`config.mk`:
```
export PLATFORM = sky130hd
export DESIGN_NAME = euler_totient_core
export DESIGN_NICKNAME = d
export VERILOG_FILES = /design/src/sv/etc_pkg.sv /design/src/sv/etc_div.sv /design/src/sv/euler_totient_core.sv
export SDC_FILE = /design/constraint.sdc
export NUM_CORES = 1
export LEC_CHECK = 0
export BUFFER_PORTS_ARGS = -buffer_cell sky130_fd_sc_hd__buf_2
export CAP_MARGIN = 20
export CELL_PAD_IN_SITES_DETAIL_PLACEMENT = 0
export CELL_PAD_IN_SITES_GLOBAL_PLACEMENT = 2
export CORE_MARGIN = 2
export CORE_UTILIZATION = 35
export DETAILED_ROUTE_END_ITERATION = 8
export PLACE_DENSITY_LB_ADDON = 0.08
export SLEW_MARGIN = 30
export SYNTH_ARGS = -nofsm -noshare
export SYNTH_HDL_FRONTEND = slang
export SYNTH_HIERARCHICAL = 1
export SYNTH_SLANG_ARGS = --single-unit
```
`constraint.sdc`:
```
create_clock -name clock -period 5.75 [get_ports clock]
set_input_delay 1.15 -clock clock [delete_from_list [all_inputs] [get_ports clock]]
set_output_delay 1.15 -clock clock [all_outputs]
set_load 0.005 [all_outputs]
```
`src/sv/etc_pkg.sv`:
```
// shared types and constants of the euler totient core
package etc_pkg;

   localparam int DEFAULT_WIDTH   = 32;
   localparam int FIRST_CANDIDATE = 2;

   typedef enum logic [2:0] {
      ST_IDLE,
      ST_TEST,
      ST_STRIP,
      ST_REDUCE,
      ST_LAST,
      ST_EMIT
   } state_type;

   typedef struct packed {
      logic start;
   } div_ctrl_type;

   typedef struct packed {
      logic done;
   } div_stat_type;

endpackage

```
`src/sv/etc_div.sv`:
```
// shared restoring divider, one quotient bit per cycle
module etc_div #(
   parameter int WIDTH = etc_pkg::DEFAULT_WIDTH
) (
   input  logic                 clock,
   input  logic                 reset,
   input  etc_pkg::div_ctrl_type ctrl,
   input  logic [WIDTH-1:0]     dividend,
   input  logic [WIDTH-1:0]     divisor,
   output etc_pkg::div_stat_type stat,
   output logic [WIDTH-1:0]     quotient,
   output logic [WIDTH-1:0]     remainder
);

   localparam int CW = $clog2(WIDTH + 1);

   logic [WIDTH-1:0] quo_ff, quo_in;
   logic [WIDTH-1:0] rem_ff, rem_in;
   logic [WIDTH-1:0] dvs_ff, dvs_in;
   logic [CW-1:0]    cnt_ff, cnt_in;
   logic             busy_ff, busy_in;
   logic             done_ff, done_in;
   logic [WIDTH:0]   trial;
   logic [WIDTH:0]   diff;
   logic             last_step;

   always_comb begin
      trial     = {rem_ff, quo_ff[WIDTH-1]};
      diff      = trial - {1'b0, dvs_ff};
      last_step = busy_ff && (cnt_ff == CW'(1));
      quo_in    = quo_ff;
      rem_in    = rem_ff;
      dvs_in    = dvs_ff;
      cnt_in    = cnt_ff;
      busy_in   = busy_ff;
      done_in   = last_step;
      if (ctrl.start) begin
         quo_in  = dividend;
         rem_in  = '0;
         dvs_in  = divisor;
         cnt_in  = CW'(WIDTH);
         busy_in = 1'b1;
      end else if (busy_ff) begin
         // borrow out of the trial subtract means the divisor did not fit
         if (diff[WIDTH]) begin
            rem_in = trial[WIDTH-1:0];
            quo_in = {quo_ff[WIDTH-2:0], 1'b0};
         end else begin
            rem_in = diff[WIDTH-1:0];
            quo_in = {quo_ff[WIDTH-2:0], 1'b1};
         end
         cnt_in = cnt_ff - CW'(1);
         if (last_step) begin
            busy_in = 1'b0;
         end
      end
   end

   always_ff @(posedge clock) begin
      if (reset) begin
         cnt_ff  <= '0;
         busy_ff <= 1'b0;
         done_ff <= 1'b0;
      end else begin
         cnt_ff  <= cnt_in;
         busy_ff <= busy_in;
         done_ff <= done_in;
      end
   end

   always_ff @(posedge clock) begin
      quo_ff <= quo_in;
      rem_ff <= rem_in;
      dvs_ff <= dvs_in;
   end

   assign stat.done = done_ff;
   assign quotient  = quo_ff;
   assign remainder = rem_ff;

endmodule

```
`src/sv/euler_totient_core.sv`:
```
// euler totient core: trial division sequencer around one shared divider
// divisions: one per candidate, one more per factor divided out and per reduction of the result
// worst case is a prime near 2^WIDTH: about 2^(WIDTH/2) divisions
// a new number is taken only once the result of the last one is in the output register,
//   which waits on rsp_stall while it still holds an earlier result
// reset: synchronous, clears the sequencer and the result valid flag, data registers keep
//   their contents
module euler_totient_core #(
   parameter int WIDTH = etc_pkg::DEFAULT_WIDTH
) (
   input  logic             clock,
   input  logic             reset,
   input  logic             req_valid,
   output logic             req_stall,
   input  logic [WIDTH-1:0] req_number_in,
   output logic             rsp_valid,
   input  logic             rsp_stall,
   output logic [WIDTH-1:0] rsp_totient
);

   // sequencer state and working values
   etc_pkg::state_type state_ff, state_in;
   logic [WIDTH-1:0]   x_ff, x_in;       // working copy, factors stripped as found
   logic [WIDTH-1:0]   r_ff, r_in;       // running totient
   logic [WIDTH-1:0]   i_ff, i_in;       // current trial candidate

   // output register, decouples the result transfer from the sequencer
   logic               rsp_valid_ff, rsp_valid_in;
   logic [WIDTH-1:0]   rsp_totient_ff, rsp_totient_in;

   // shared divider interface
   etc_pkg::div_ctrl_type div_ctrl;
   etc_pkg::div_stat_type div_stat;
   logic [WIDTH-1:0]      div_a;
   logic [WIDTH-1:0]      div_b;
   logic [WIDTH-1:0]      div_q;
   logic [WIDTH-1:0]      div_rem;

   etc_div #(
      .WIDTH (WIDTH)
   ) u_div (
      .clock     (clock),
      .reset     (reset),
      .ctrl      (div_ctrl),
      .dividend  (div_a),
      .divisor   (div_b),
      .stat      (div_stat),
      .quotient  (div_q),
      .remainder (div_rem)
   );

   always_comb begin
      state_in       = state_ff;
      x_in           = x_ff;
      r_in           = r_ff;
      i_in           = i_ff;
      div_ctrl.start = 1'b0;
      div_a          = x_ff;
      div_b          = i_ff;
      // a pending result drops once its transfer completes
      rsp_valid_in   = rsp_valid_ff && rsp_stall;
      rsp_totient_in = rsp_totient_ff;

      unique case (state_ff)
         etc_pkg::ST_IDLE: begin
            // take a new number and kick off x / 2
            if (req_valid) begin
               x_in           = req_number_in;
               r_in           = req_number_in;
               i_in           = WIDTH'(etc_pkg::FIRST_CANDIDATE);
               div_ctrl.start = 1'b1;
               div_a          = req_number_in;
               div_b          = WIDTH'(etc_pkg::FIRST_CANDIDATE);
               state_in       = etc_pkg::ST_TEST;
            end
         end
         etc_pkg::ST_TEST: begin
            // x / i done: loop bound check, then divisibility
            if (div_stat.done) begin
               if (i_ff > div_q) begin
                  // candidates exhausted, leftover x above one is a last prime
                  if (x_ff > WIDTH'(1)) begin
                     div_ctrl.start = 1'b1;
                     div_a          = r_ff;
                     div_b          = x_ff;
                     state_in       = etc_pkg::ST_LAST;
                  end else begin
                     state_in = etc_pkg::ST_EMIT;
                  end
               end else if (div_rem == '0) begin
                  x_in           = div_q;
                  div_ctrl.start = 1'b1;
                  div_a          = div_q;
                  div_b          = i_ff;
                  state_in       = etc_pkg::ST_STRIP;
               end else begin
                  i_in           = i_ff + WIDTH'(1);
                  div_ctrl.start = 1'b1;
                  div_a          = x_ff;
                  div_b          = i_ff + WIDTH'(1);
               end
            end
         end
         etc_pkg::ST_STRIP: begin
            // keep dividing out i, then reduce the result by r / i
            if (div_stat.done) begin
               div_ctrl.start = 1'b1;
               if (div_rem == '0) begin
                  x_in  = div_q;
                  div_a = div_q;
                  div_b = i_ff;
               end else begin
                  div_a    = r_ff;
                  div_b    = i_ff;
                  state_in = etc_pkg::ST_REDUCE;
               end
            end
         end
         etc_pkg::ST_REDUCE: begin
            // r -= r / i, move on to the next candidate
            if (div_stat.done) begin
               r_in           = r_ff - div_q;
               i_in           = i_ff + WIDTH'(1);
               div_ctrl.start = 1'b1;
               div_a          = x_ff;
               div_b          = i_ff + WIDTH'(1);
               state_in       = etc_pkg::ST_TEST;
            end
         end
         etc_pkg::ST_LAST: begin
            // r -= r / x for the last prime
            if (div_stat.done) begin
               r_in     = r_ff - div_q;
               state_in = etc_pkg::ST_EMIT;
            end
         end
         etc_pkg::ST_EMIT: begin
            // load the output register once it is free or being emptied
            if (!rsp_valid_ff || !rsp_stall) begin
               rsp_valid_in   = 1'b1;
               rsp_totient_in = r_ff;
               state_in       = etc_pkg::ST_IDLE;
            end
         end
         default: begin
            state_in = etc_pkg::ST_IDLE;
         end
      endcase
   end

   always_ff @(posedge clock) begin
      if (reset) begin
         state_ff     <= etc_pkg::ST_IDLE;
         rsp_valid_ff <= 1'b0;
      end else begin
         state_ff     <= state_in;
         rsp_valid_ff <= rsp_valid_in;
      end
   end

   always_ff @(posedge clock) begin
      x_ff           <= x_in;
      r_ff           <= r_in;
      i_ff           <= i_in;
      rsp_totient_ff <= rsp_totient_in;
   end

   // a new number is taken only while the sequencer is idle
   assign req_stall   = (state_ff != etc_pkg::ST_IDLE);
   assign rsp_valid   = rsp_valid_ff;
   assign rsp_totient = rsp_totient_ff;

endmodule

```
==> out/qor.yml, run 1 <==
crit_family: "simple AND/OR/NAND/NOR gates"
grt_setup_unrepaired: "no"
total_power_uw: 14810
routed_wl_um: 80920
status: "completed"
syn_to_final_growth_pct: 11.60
drtIter0Drc: 2017
drive_above_1_share_pct: 10.70
synth-edff-count: 192
cap_violations: 0
cts_buffer_depth: 3
post_drt_wl_per_cell_um: 25.54
insertion_delay_ns: 0.56
final.period_utilization_pct: 79.15
pin_count: 70
rows: 86
core_area_um2: 54990
finalSetupViolCount: 0
slew_viol_final: 0
gp_congestion: 0.8467
postSynthAreaPerCell_um2: 8.073
dieArea_um2: 57310
synth_area_leaders: "edfxtp_1, a21oi_1, ha_1"
peakVddDrop_v: 0.0003346
holdCritPathClass: "register to register"
slowest_stage: "nor4_1"
grt.total_usage_pct: 27.78
die_x_um: 239.4
viasPerCell: 6.064
grt_start_max_net_pins: 60
grt_pass1_wl_um: 119500
cts_num_sinks: 236
whs_ns: 0.5028
crit_arrival_ns: 4.73
worst_pin_slew_ns: 1.068
finalHoldViolCount: 0
numCtsBuffers: 35
cp.required_ns: 5.93
cts_tree: "done"
cts_root_buffer: "clkbuf_16"
final.setup_skew_ns: 0.02262
max_freq_mhz: 219.7
diodes: 0
cp_slowest_stage_delay_ns: 0.69
setup_tns_ns: 0
synth_seq_cells: 236
cts-resized-gates: 0
dpl_cell_area_um2: 20530
cts_setup_buffers: 0
drtPass1Iterations: 8
post-route-min-period_ns: 4.551
antenna_found_initial: 0
grt_pass1_vias: 18217
nets: 2531
endpoint_kind: "register"
synth-main-ff-cell: "edfxtp_1"
slew-limit-headroom_pct: 28.37
drc_errors: 0
yosys_warnings: 6
start_util_pct: 35.27
synth_nets: 2538
cellPowerDensity_nw_per_um2: 684.1
num_vias: 19217
synth-seq-area-share_pct: 34.27
portBuffers: 69
start_kind: "register"
netlist_area_um2: 19390
cts.clk_slew.worst_paths_ns: 0.06
critical_path_buf_inv_count: 2
overflow: 0
drtAntennaViolNets: 0
synth_cells: 2402
cp_cell_sequence: "ha_1 > nand4_1 > nor4_1 > nand3_1 > o211a_2 > nor2_1 > buf_4 > nand3_1 > a21oi_4 > buf_4"
die_h_um: 239.4
async_flop_share_pct: 0
final_area_um2: 21640
cts_hold_buf: 0
cts_max_level: 2
yosysTopAreaCell: "edfxtp_1"
dp_hpwl_um: 54470
synth.distinct_cells: 92
worstPathMaxFanout: 32
worst-setup-path-type: "register to register"
p_leak_uw: 0.008324
netlist.area_leader.share_pct: 29.73
## stage by stage
stage | setup WS, ns | util, % | cells
floorplan | 0.3191 | - | 2402
global placement | 1.354 | 37.30 | 3105
detailed placement | 1.303 | 37.34 | 3106
CTS | 1.249 | 39.36 | 3169
global route | 1.102 | 39.36 | 3169
finish | 1.199 | 39.36 | 3169
## synth_stat cells (6+ instances only)
cell type,count
and3_1,18
nand2_1,324
o21a_1,38
a211o_1,6
nand3_1,52
nor2_1,259
inv_1,101
xnor2_1,36
nor2b_1,11
nand4_1,31
edfxtp_1,192
o21ai_1,11
o2111ai_1,6
a21oi_1,250
and4_1,6
dfxtp_1,44
clkbuf_1,138
and2_1,6
a31oi_1,18
ha_1,98
nand4b_1,6
o211ai_1,13
a211oi_1,47
or2_2,7
nor4_1,33
buf_1,10
a311oi_1,30
nand2b_1,18
o311ai_0,14
nor3_1,66
a311o_1,6
a21boi_0,6
o21ai_0,146
or3_1,16
a21o_1,41
buf_2,9
o221ai_1,14
mux2_2,32
o22ai_1,40
xor2_1,25
o31ai_1,32
mux2i_1,43
## routing by layer
layer | GRT usage (%) | wire length [um]
met1 | 38.48 | 36570
met2 | 44.61 | 36660
met3 | 3.965 | 5454
met4 | 8.731 | 2239
met5 | 0 | 0
## worst register-to-register path, cell delays in order (launching register included)
cell and delay [ns]:
edfxtp_1 0.60, ha_1 0.42, nand4_1 0.12, nor4_1 0.69
nand3_1 0.36, o211a_2 0.35, nor2_1 0.39, buf_4 0.35
nand3_1 0.17, a21oi_4 0.18, buf_4 0.46
## worst paths after layout
kind                                start  slack (ns)  depth (start not counted)                           end
min          u_div/cnt_ff[1]$_SDFFE_PP0P_        0.50                          2  u_div/cnt_ff[1]$_SDFFE_PP0P_
min reg2reg  u_div/cnt_ff[1]$_SDFFE_PP0P_        0.50                          2  u_div/cnt_ff[1]$_SDFFE_PP0P_
max reg2reg            i_ff[11]$_DFFE_PP_        1.20                         10            x_ff[31]$_DFFE_PP_
max                    i_ff[11]$_DFFE_PP_        1.20                         10            x_ff[31]$_DFFE_PP_
## final cells by class
class,instances,area (um2)
fillers,5628,33340
repair buffers,118,733.2
clock inverters,13,116.4
flip-flops and latches,236,6649
multi-input cells,1903,11830
clock buffers,50,994.7
inverters,101,379.1
well taps,748,935.9
## power breakdown
| group | switching [uW] | total [uW] | leakage [uW] | internal [uW] |
|---|---|---|---|---|
| sequential | 987 | 3830 | 0.00223 | 2840 |
| combinational | 5680 | 8820 | 0.00555 | 3140 |
| clock | 868 | 2160 | 0.000540 | 1290 |
| total | 7530 | 14800 | 0.00832 | 7270 |
## cells in the final DEF, fill, tap and decap left out, types with 8 or more instances in the layout
master and instances:
a311oi_1 30, nand3_1 52, o22ai_1 39, buf_2 69, inv_1 101, o311ai_0 14, dfxtp_1 42, buf_4 47
nand2_1 322, mux2i_1 43, nor2_1 254, nor2b_1 11, or3_1 15, o21ai_1 8, a211oi_1 47, ha_1 98
a31oi_1 18, o211ai_1 13, mux2_2 32, o31ai_1 32, nand2b_1 18, nand4_1 31, o21a_1 37, and3_1 18
a21o_1 41, nor4_1 33, xnor2_1 36, o21ai_0 146, clkbuf_16 37, clkbuf_1 11, o221ai_1 14, a21oi_1 247
edfxtp_1 192, xor2_1 25, nor3_1 65
## flip-flops by register name (all words and copies together), names as in the netlist, 3 cells and up
register and flops:
r_ff 32, u_div/cnt_ff 6, u_div/quotient 32, u_div/remainder 32
x_ff 32, i_ff 32, rsp_totient 32, u_div/dvs_ff 32
state_ff 3
## kinds of logic after synthesis
logic type      after synthesis  synth area share (%)
flops                       236                 34.27
mux                          75                 4.078
buf+inv                     263                 5.252
xor+xnor                     63                 2.981
fa+ha+maj                   100                 6.529
simple gates                877                 20.62
compound gates              788                 26.27
No activity file was read; power rests on OpenSTA's default activity.
==> run 2: changes to the inputs <==
Settings changed: CORE_UTILIZATION 35 to 39.
Clock period 5.75 ns to 4.7 ns, I/O delays scaled along.
==> run 2 against run 1 <==
  * Worst hold slack better by 0.0059 ns
  * Fmax up 10%
  * Core utilization up 4.7 points
  * Register-to-register slack worse by 0.63 ns
  * Final cell count down 2.4%
  * Total power up 21%
  * Worst setup slack worse by 0.63 ns
  * First-iteration DRC count up 12%
  * Non-clock buffer count up 13
  * Critical endpoint is now u_div/quotient[5]$_DFFE_PP_
==> out/qor.yml, run 2 (same netlist as run 1, synthesis figures left out) <==
fin_ws_ns: 0.5702  # was 1.199 ns
peakVddDrop_v: 0.0005901  # was 0.0003346 V
drtAntennaViolNets: 0  # unchanged
p_leak_uw: 0.008369  # was 0.008324 uW
post-route-min-period_ns: 4.130  # was 4.551 ns
antenna_found_initial: 0  # unchanged
drive_above_1_share_pct: 11.20  # was 10.70%
rr_endpoint: "u_div/quotient[5]$_DFFE_PP_"  # was x_ff[31]$_DFFE_PP_
syn_to_final_growth_pct: 11.40  # was 11.60%
diodes: 0  # unchanged
slew_viol_final: 0  # unchanged
worst-setup-path-type: "register to register"  # unchanged
hold_start: "u_div/remainder[16]$_SDFFE_PP0P_"  # was u_div/cnt_ff[1]$_SDFFE_PP0P_
start_kind: "register"  # unchanged
insertion_delay_ns: 0.60  # was 0.56 ns
gp_congestion: 0.8894  # was 0.8467
total_power_uw: 17910  # was 14810 uW
status: "completed"  # unchanged
mostFrequentLayoutCells: "nand2_1, nor2_1, a21oi_1, edfxtp_1, o21ai_0"  # unchanged
portBuffers: 69  # unchanged
post_drt_wl_per_cell_um: 24.51  # was 25.54 um
grt_setup_unrepaired: "no"  # unchanged
endpoint_kind: "register"  # unchanged
die_x_um: 227.0  # was 239.4 um
max_freq_mhz: 242.1  # was 219.7 MHz
dp_hpwl_um: 50590  # was 54470 um
final.period_utilization_pct: 87.87  # was 79.15%
cts_setup_buffers: 0  # unchanged
reg2regPathDepth: 10  # unchanged
cts.clk_slew.worst_paths_ns: 0.06  # about the same
reg2reg_from: "i_ff[11]$_DFFE_PP_"  # unchanged
cap_violations: 0  # unchanged
hold_end: "u_div/remainder[16]$_SDFFE_PP0P_"  # was u_div/cnt_ff[1]$_SDFFE_PP0P_
grt.total_usage_pct: 29.04  # was 27.78%
setup_tns_ns: 0  # unchanged
start_util_pct: 39.53  # was 35.27%
final.setup_skew_ns: 0.01120  # was 0.02262 ns
cellPowerDensity_nw_per_um2: 829.1  # was 684.1 nW/um2
grt_pass1_wl_um: 114900  # was 119500 um
slew-limit-headroom_pct: 32.27  # was 28.37%
cp.required_ns: 5.04  # was 5.93 ns
holdCritPathClass: "register to register"  # unchanged
stdcell_count: 3093  # was 3169
grt_start_max_net_pins: 61  # was 60
cts_hold_buf: 0  # unchanged
num_vias: 19320  # was 19217
place_inst: 3035  # was 3106
finalSetupViolCount: 0  # unchanged
numCtsBuffers: 31  # was 35
mostFrequentLayoutCell: "nand2_1"  # unchanged
cts_buffer_depth: 3  # unchanged
crit_arrival_ns: 4.47  # was 4.73 ns
drc_errors: 0  # unchanged
worst_pin_slew_ns: 1.016  # was 1.068 ns
pin_count: 70  # unchanged
fillCellCount: 5001  # was 5628
hold_path_depth: 2  # unchanged
core_area_um2: 49050  # was 54990 um2
cts-resized-gates: 0  # unchanged
drtPass1Iterations: 6  # was 8
rows: 81  # was 86
die_h_um: 227.0  # was 239.4 um
viasPerCell: 6.246  # was 6.064
pre_cts_ws_ns: 0.7274  # was 1.303 ns
dieArea_um2: 51520  # was 57310 um2
nets: 2540  # was 2531
drtIter0Drc: 2267  # was 2017
routed_wl_um: 75820  # was 80920 um
worstPathMaxFanout: 27  # was 32
grt_pass1_vias: 18454  # was 18217
cts_root_buffer: "clkbuf_16"  # unchanged
cts_tree: "done"  # unchanged
cts_max_level: 1  # was 2
finalHoldViolCount: 0  # unchanged
overflow: 0  # unchanged
r2r_slack_ns: 0.57  # was 1.20 ns
cts_num_sinks: 236  # unchanged
-- run 2: worst max path at each step --
stage                                       startpoint                            to  slack [ns]  depth (start not counted)
final                               i_ff[11]$_DFFE_PP_   u_div/quotient[5]$_DFFE_PP_        0.57                         10
after global routing                i_ff[15]$_DFFE_PP_   u_div/quotient[5]$_DFFE_PP_        0.35                         10
after CTS                 u_div/quotient[31]$_DFFE_PP_   u_div/quotient[5]$_DFFE_PP_        0.71                         12
after detailed placement  u_div/quotient[31]$_DFFE_PP_   u_div/quotient[6]$_DFFE_PP_        0.73                         12
after global placement              i_ff[15]$_DFFE_PP_  u_div/quotient[10]$_DFFE_PP_        0.81                         10
after floorplan                     i_ff[29]$_DFFE_PP_   u_div/quotient[0]$_DFFE_PP_        0.02                         12
-- run 2: critical path, stage by stage (launching register included) --
cell	delay, ns
edfxtp_1	0.59
ha_1	0.41
nand4_1	0.12
nor4_1	0.64
nand3_1	0.35
o21a_2	0.33
o21ai_1	0.23
a21oi_1	0.14
o22ai_4	0.24
buf_4	0.41
mux2_2	0.39
-- run 2: power breakdown --
| part | leakage, uW | switching [uW] | total, uW | internal, uW |
|---|---|---|---|---|
| Sequential | 0.00223 | 1210 | 4680 | 3470 |
| Combinational | 0.00563 | 6790 | 10700 | 3950 |
| Clock | 0.000504 | 1020 | 2480 | 1470 |
| Total | 0.00837 | 9020 | 17900 | 8890 |
-- run 2: cell type report --
cell class | count | area (um2) | area share, %
clock buffer | 46 | 892.1 | 4.130
clock inverter | 12 | 142.6 | 0.6603
inverter | 101 | 379.1 | 1.755
multi-input combinational | 1903 | 11840 | 54.79
sequential | 236 | 6649 | 30.78
tap | 664 | 830.8 | 3.846
timing repair buffer | 131 | 873.3 | 4.043
-- run 2: routing by layer --
layer | up-vias | global-route usage (%) | wire [um]
li1 | 8942 | - | -
met1 | 9367 | 40.73 | 33730
met2 | 878 | 46.66 | 34210
met3 | 133 | 3.782 | 5773
met4 | 0 | 8.813 | 2109
met5 | - | 0 | 0
-- run 2: metrics by stage --
| step | area [um2] | hold slack [ns] | utilization, % |
|---|---|---|---|
| after global placement | 20560 | 0.4990 | 41.92 |
| after floorplan | 19400 | 0.4587 | - |
| after CTS | 21600 | 0.5101 | 44.04 |
| final | 21600 | 0.5087 | 44.04 |
| after global routing | 21600 | 0.5285 | 44.04 |
| after detailed placement | 20570 | 0.5014 | 41.93 |
==> run 3: changes to the inputs <==
==> constraint.sdc (replaced) <==
create_clock -name clock -period 4.7 [get_ports clock]
set_input_delay 0.235 -clock clock [delete_from_list [all_inputs] [get_ports clock]]
set_output_delay 0.235 -clock clock [all_outputs]
set_load 0.005 [all_outputs]
==> run 3 against run 2 <==
  * Sequential power barely moved
  * Worst hold slack got worse by 0.49 ns
  * Fmax shrank 3.9%
  * Critical endpoint unchanged
==> out/qor.yml, run 3 (same netlist as run 1, synthesis figures left out) <==
cts_root_buffer: "clkbuf_16"  # unchanged
post_drt_wl_per_cell_um: 25.16  # was 24.51 um
grt_pass1_wl_um: 117500  # was 114900 um
start_kind: "register"  # unchanged
viasPerCell: 6.247  # was 6.246
cap_violations: 0  # unchanged
portBuffers: 69  # unchanged
grt_pass1_vias: 18456  # was 18454
max_freq_mhz: 232.8  # was 242.1 MHz
status: "completed"  # unchanged
start_util_pct: 39.53  # unchanged
endpoint_kind: "register"  # unchanged
peakVddDrop_v: 0.0004430  # was 0.0005901 V
mostFrequentLayoutCell: "nand2_1"  # unchanged
cts_num_sinks: 236  # unchanged
stdcell_count: 3095  # was 3093
nets: 2544  # was 2540
mostFrequentLayoutCells: "nand2_1, nor2_1, a21oi_1, edfxtp_1, o21ai_0"  # unchanged
overflow: 0  # unchanged
cts_setup_buffers: 0  # unchanged
grt.total_usage_pct: 30.14  # was 29.04%
antenna_found_initial: 2  # was 0
worst-setup-path-type: "register to register"  # unchanged
worst_pin_slew_ns: 0.9969  # was 1.016 ns
drtPass1Iterations: 6  # unchanged
pin_count: 70  # unchanged
reg2regPathDepth: 12  # was 10
cts_max_level: 2  # was 1
fillCellCount: 4972  # was 5001
cts_tree: "done"  # unchanged
holdCritPathClass: "input port to register"  # was register to register
dieArea_um2: 51520  # unchanged
final.period_utilization_pct: 91.41  # was 87.87%
rows: 81  # unchanged
die_h_um: 227.0  # unchanged
total_power_uw: 18130  # was 17910 uW
post-route-min-period_ns: 4.296  # was 4.130 ns
finalHoldViolCount: 0  # unchanged
drtIter0Drc: 2166  # was 2267
num_vias: 19333  # was 19320
p_leak_uw: 0.008397  # was 0.008369 uW
insertion_delay_ns: 0.56  # was 0.60 ns
setup_tns_ns: 0  # unchanged
drtAntennaViolNets: 0  # unchanged
crit_arrival_ns: 4.53  # was 4.47 ns
cp_cell_sequence: "ha_1 > nand4_1 > nor4_1 > nand3_1 > o21a_2 > o21ai_1 > a21oi_1 > o22ai_4 > buf_4 > nor2_1 > inv_1 > buf_12"  # was ha_1 > nand4_1 > nor4_1 > nand3_1 > o21a_2 > o21ai_1 > a21oi_1 > o22ai_4 > buf_4 > mux2_2
whs_ns: 0.01970  # was 0.5087 ns
place_inst: 3032  # was 3035
grt_start_max_net_pins: 63  # was 61
slew-limit-headroom_pct: 33.38  # was 32.27%
cp.required_ns: 4.93  # was 5.04 ns
cts.clk_slew.worst_paths_ns: 0.06  # about the same
cts_buffer_depth: 3  # unchanged
cp_slowest_stage_delay_ns: 0.74  # was 0.64 ns
drive_above_1_share_pct: 11.02  # was 11.20%
syn_to_final_growth_pct: 11.74  # was 11.40%
grt_setup_unrepaired: "no"  # unchanged
die_x_um: 227.0  # unchanged
final.setup_skew_ns: 0.02536  # was 0.01120 ns
slowest_stage: "nor4_1"  # unchanged
worstPathMaxFanout: 32  # was 27
seq_area_um2: 6650  # was 6649 um2
multi_input_area_um2: 11830  # was 11840 um2
gp_congestion: 0.9456  # was 0.8894
slew_viol_final: 0  # unchanged
dp_hpwl_um: 51810  # was 50590 um
finalSetupViolCount: 0  # unchanged
routed_wl_um: 77860  # was 75820 um
numCtsBuffers: 35  # was 31
hold_path_depth: 2  # unchanged
diodes: 0  # unchanged
core_area_um2: 49050  # unchanged
cellPowerDensity_nw_per_um2: 836.5  # was 829.1 nW/um2
drc_errors: 0  # unchanged
-- run 3: cell type report --
type | instances | area share, %
Inverter | 101 | 1.750
Timing Repair Buffer | 131 | 4.007
Tap cell | 664 | 3.834
Clock buffer | 45 | 4.406
Clock inverter | 15 | 0.7044
Multi-Input combinational cell | 1903 | 54.61
Sequential cell | 236 | 30.69
-- run 3: per-layer routing --
metal	up-vias	track usage (%)	wire, um
met5	-	0	16
met4	2	11.32	2681
met3	153	5.150	5711
met2	813	45.81	33900
met1	9430	42.81	35560
li1	8935	-	-
-- run 3: per-stage QoR --
stage	area (um2)	utilization [%]	worst slack, ns
global route	21670	44.18	0.2067
floorplan	19400	-	0.01828
detailed placement	20530	41.86	0.5644
global placement	20530	41.85	0.6247
CTS	21670	44.17	0.5428
finish	21670	44.18	0.4038
-- run 3: power by group --
group | switching (uW) | internal, uW | total (uW)
Sequential | 1210 | 3470 | 4680
Clock | 1050 | 1590 | 2640
Combinational | 6890 | 3920 | 10800
-- run 3: critical path, delay by kind of cell (launching register included) --
family                     cells  cell delay [ns]
and+or+nand+nor                4             1.33
buffers and inverters          3             0.66
DFF                            1             0.57
AOI/OAI and AO/OA              4             1.02
adders and majority gates      1             0.36
-- run 3: what timing repair did --
action                                 CTS  global route
hold buffers                             3             0
resized for setup                        0             0
endpoints found under the hold margin    3             0
-- run 3: path summary, 6_finish.rpt --
check	startpoint	end	slack, ns
worst min-delay path	reset	u_div/busy_ff$_SDFF_PP0_	0.02
worst min register to register	u_div/cnt_ff[1]$_SDFFE_PP0P_	u_div/cnt_ff[1]$_SDFFE_PP0P_	0.50
worst max-delay path	i_ff[12]$_DFFE_PP_	u_div/quotient[5]$_DFFE_PP_	0.40
worst max register to register	i_ff[12]$_DFFE_PP_	u_div/quotient[5]$_DFFE_PP_	0.40
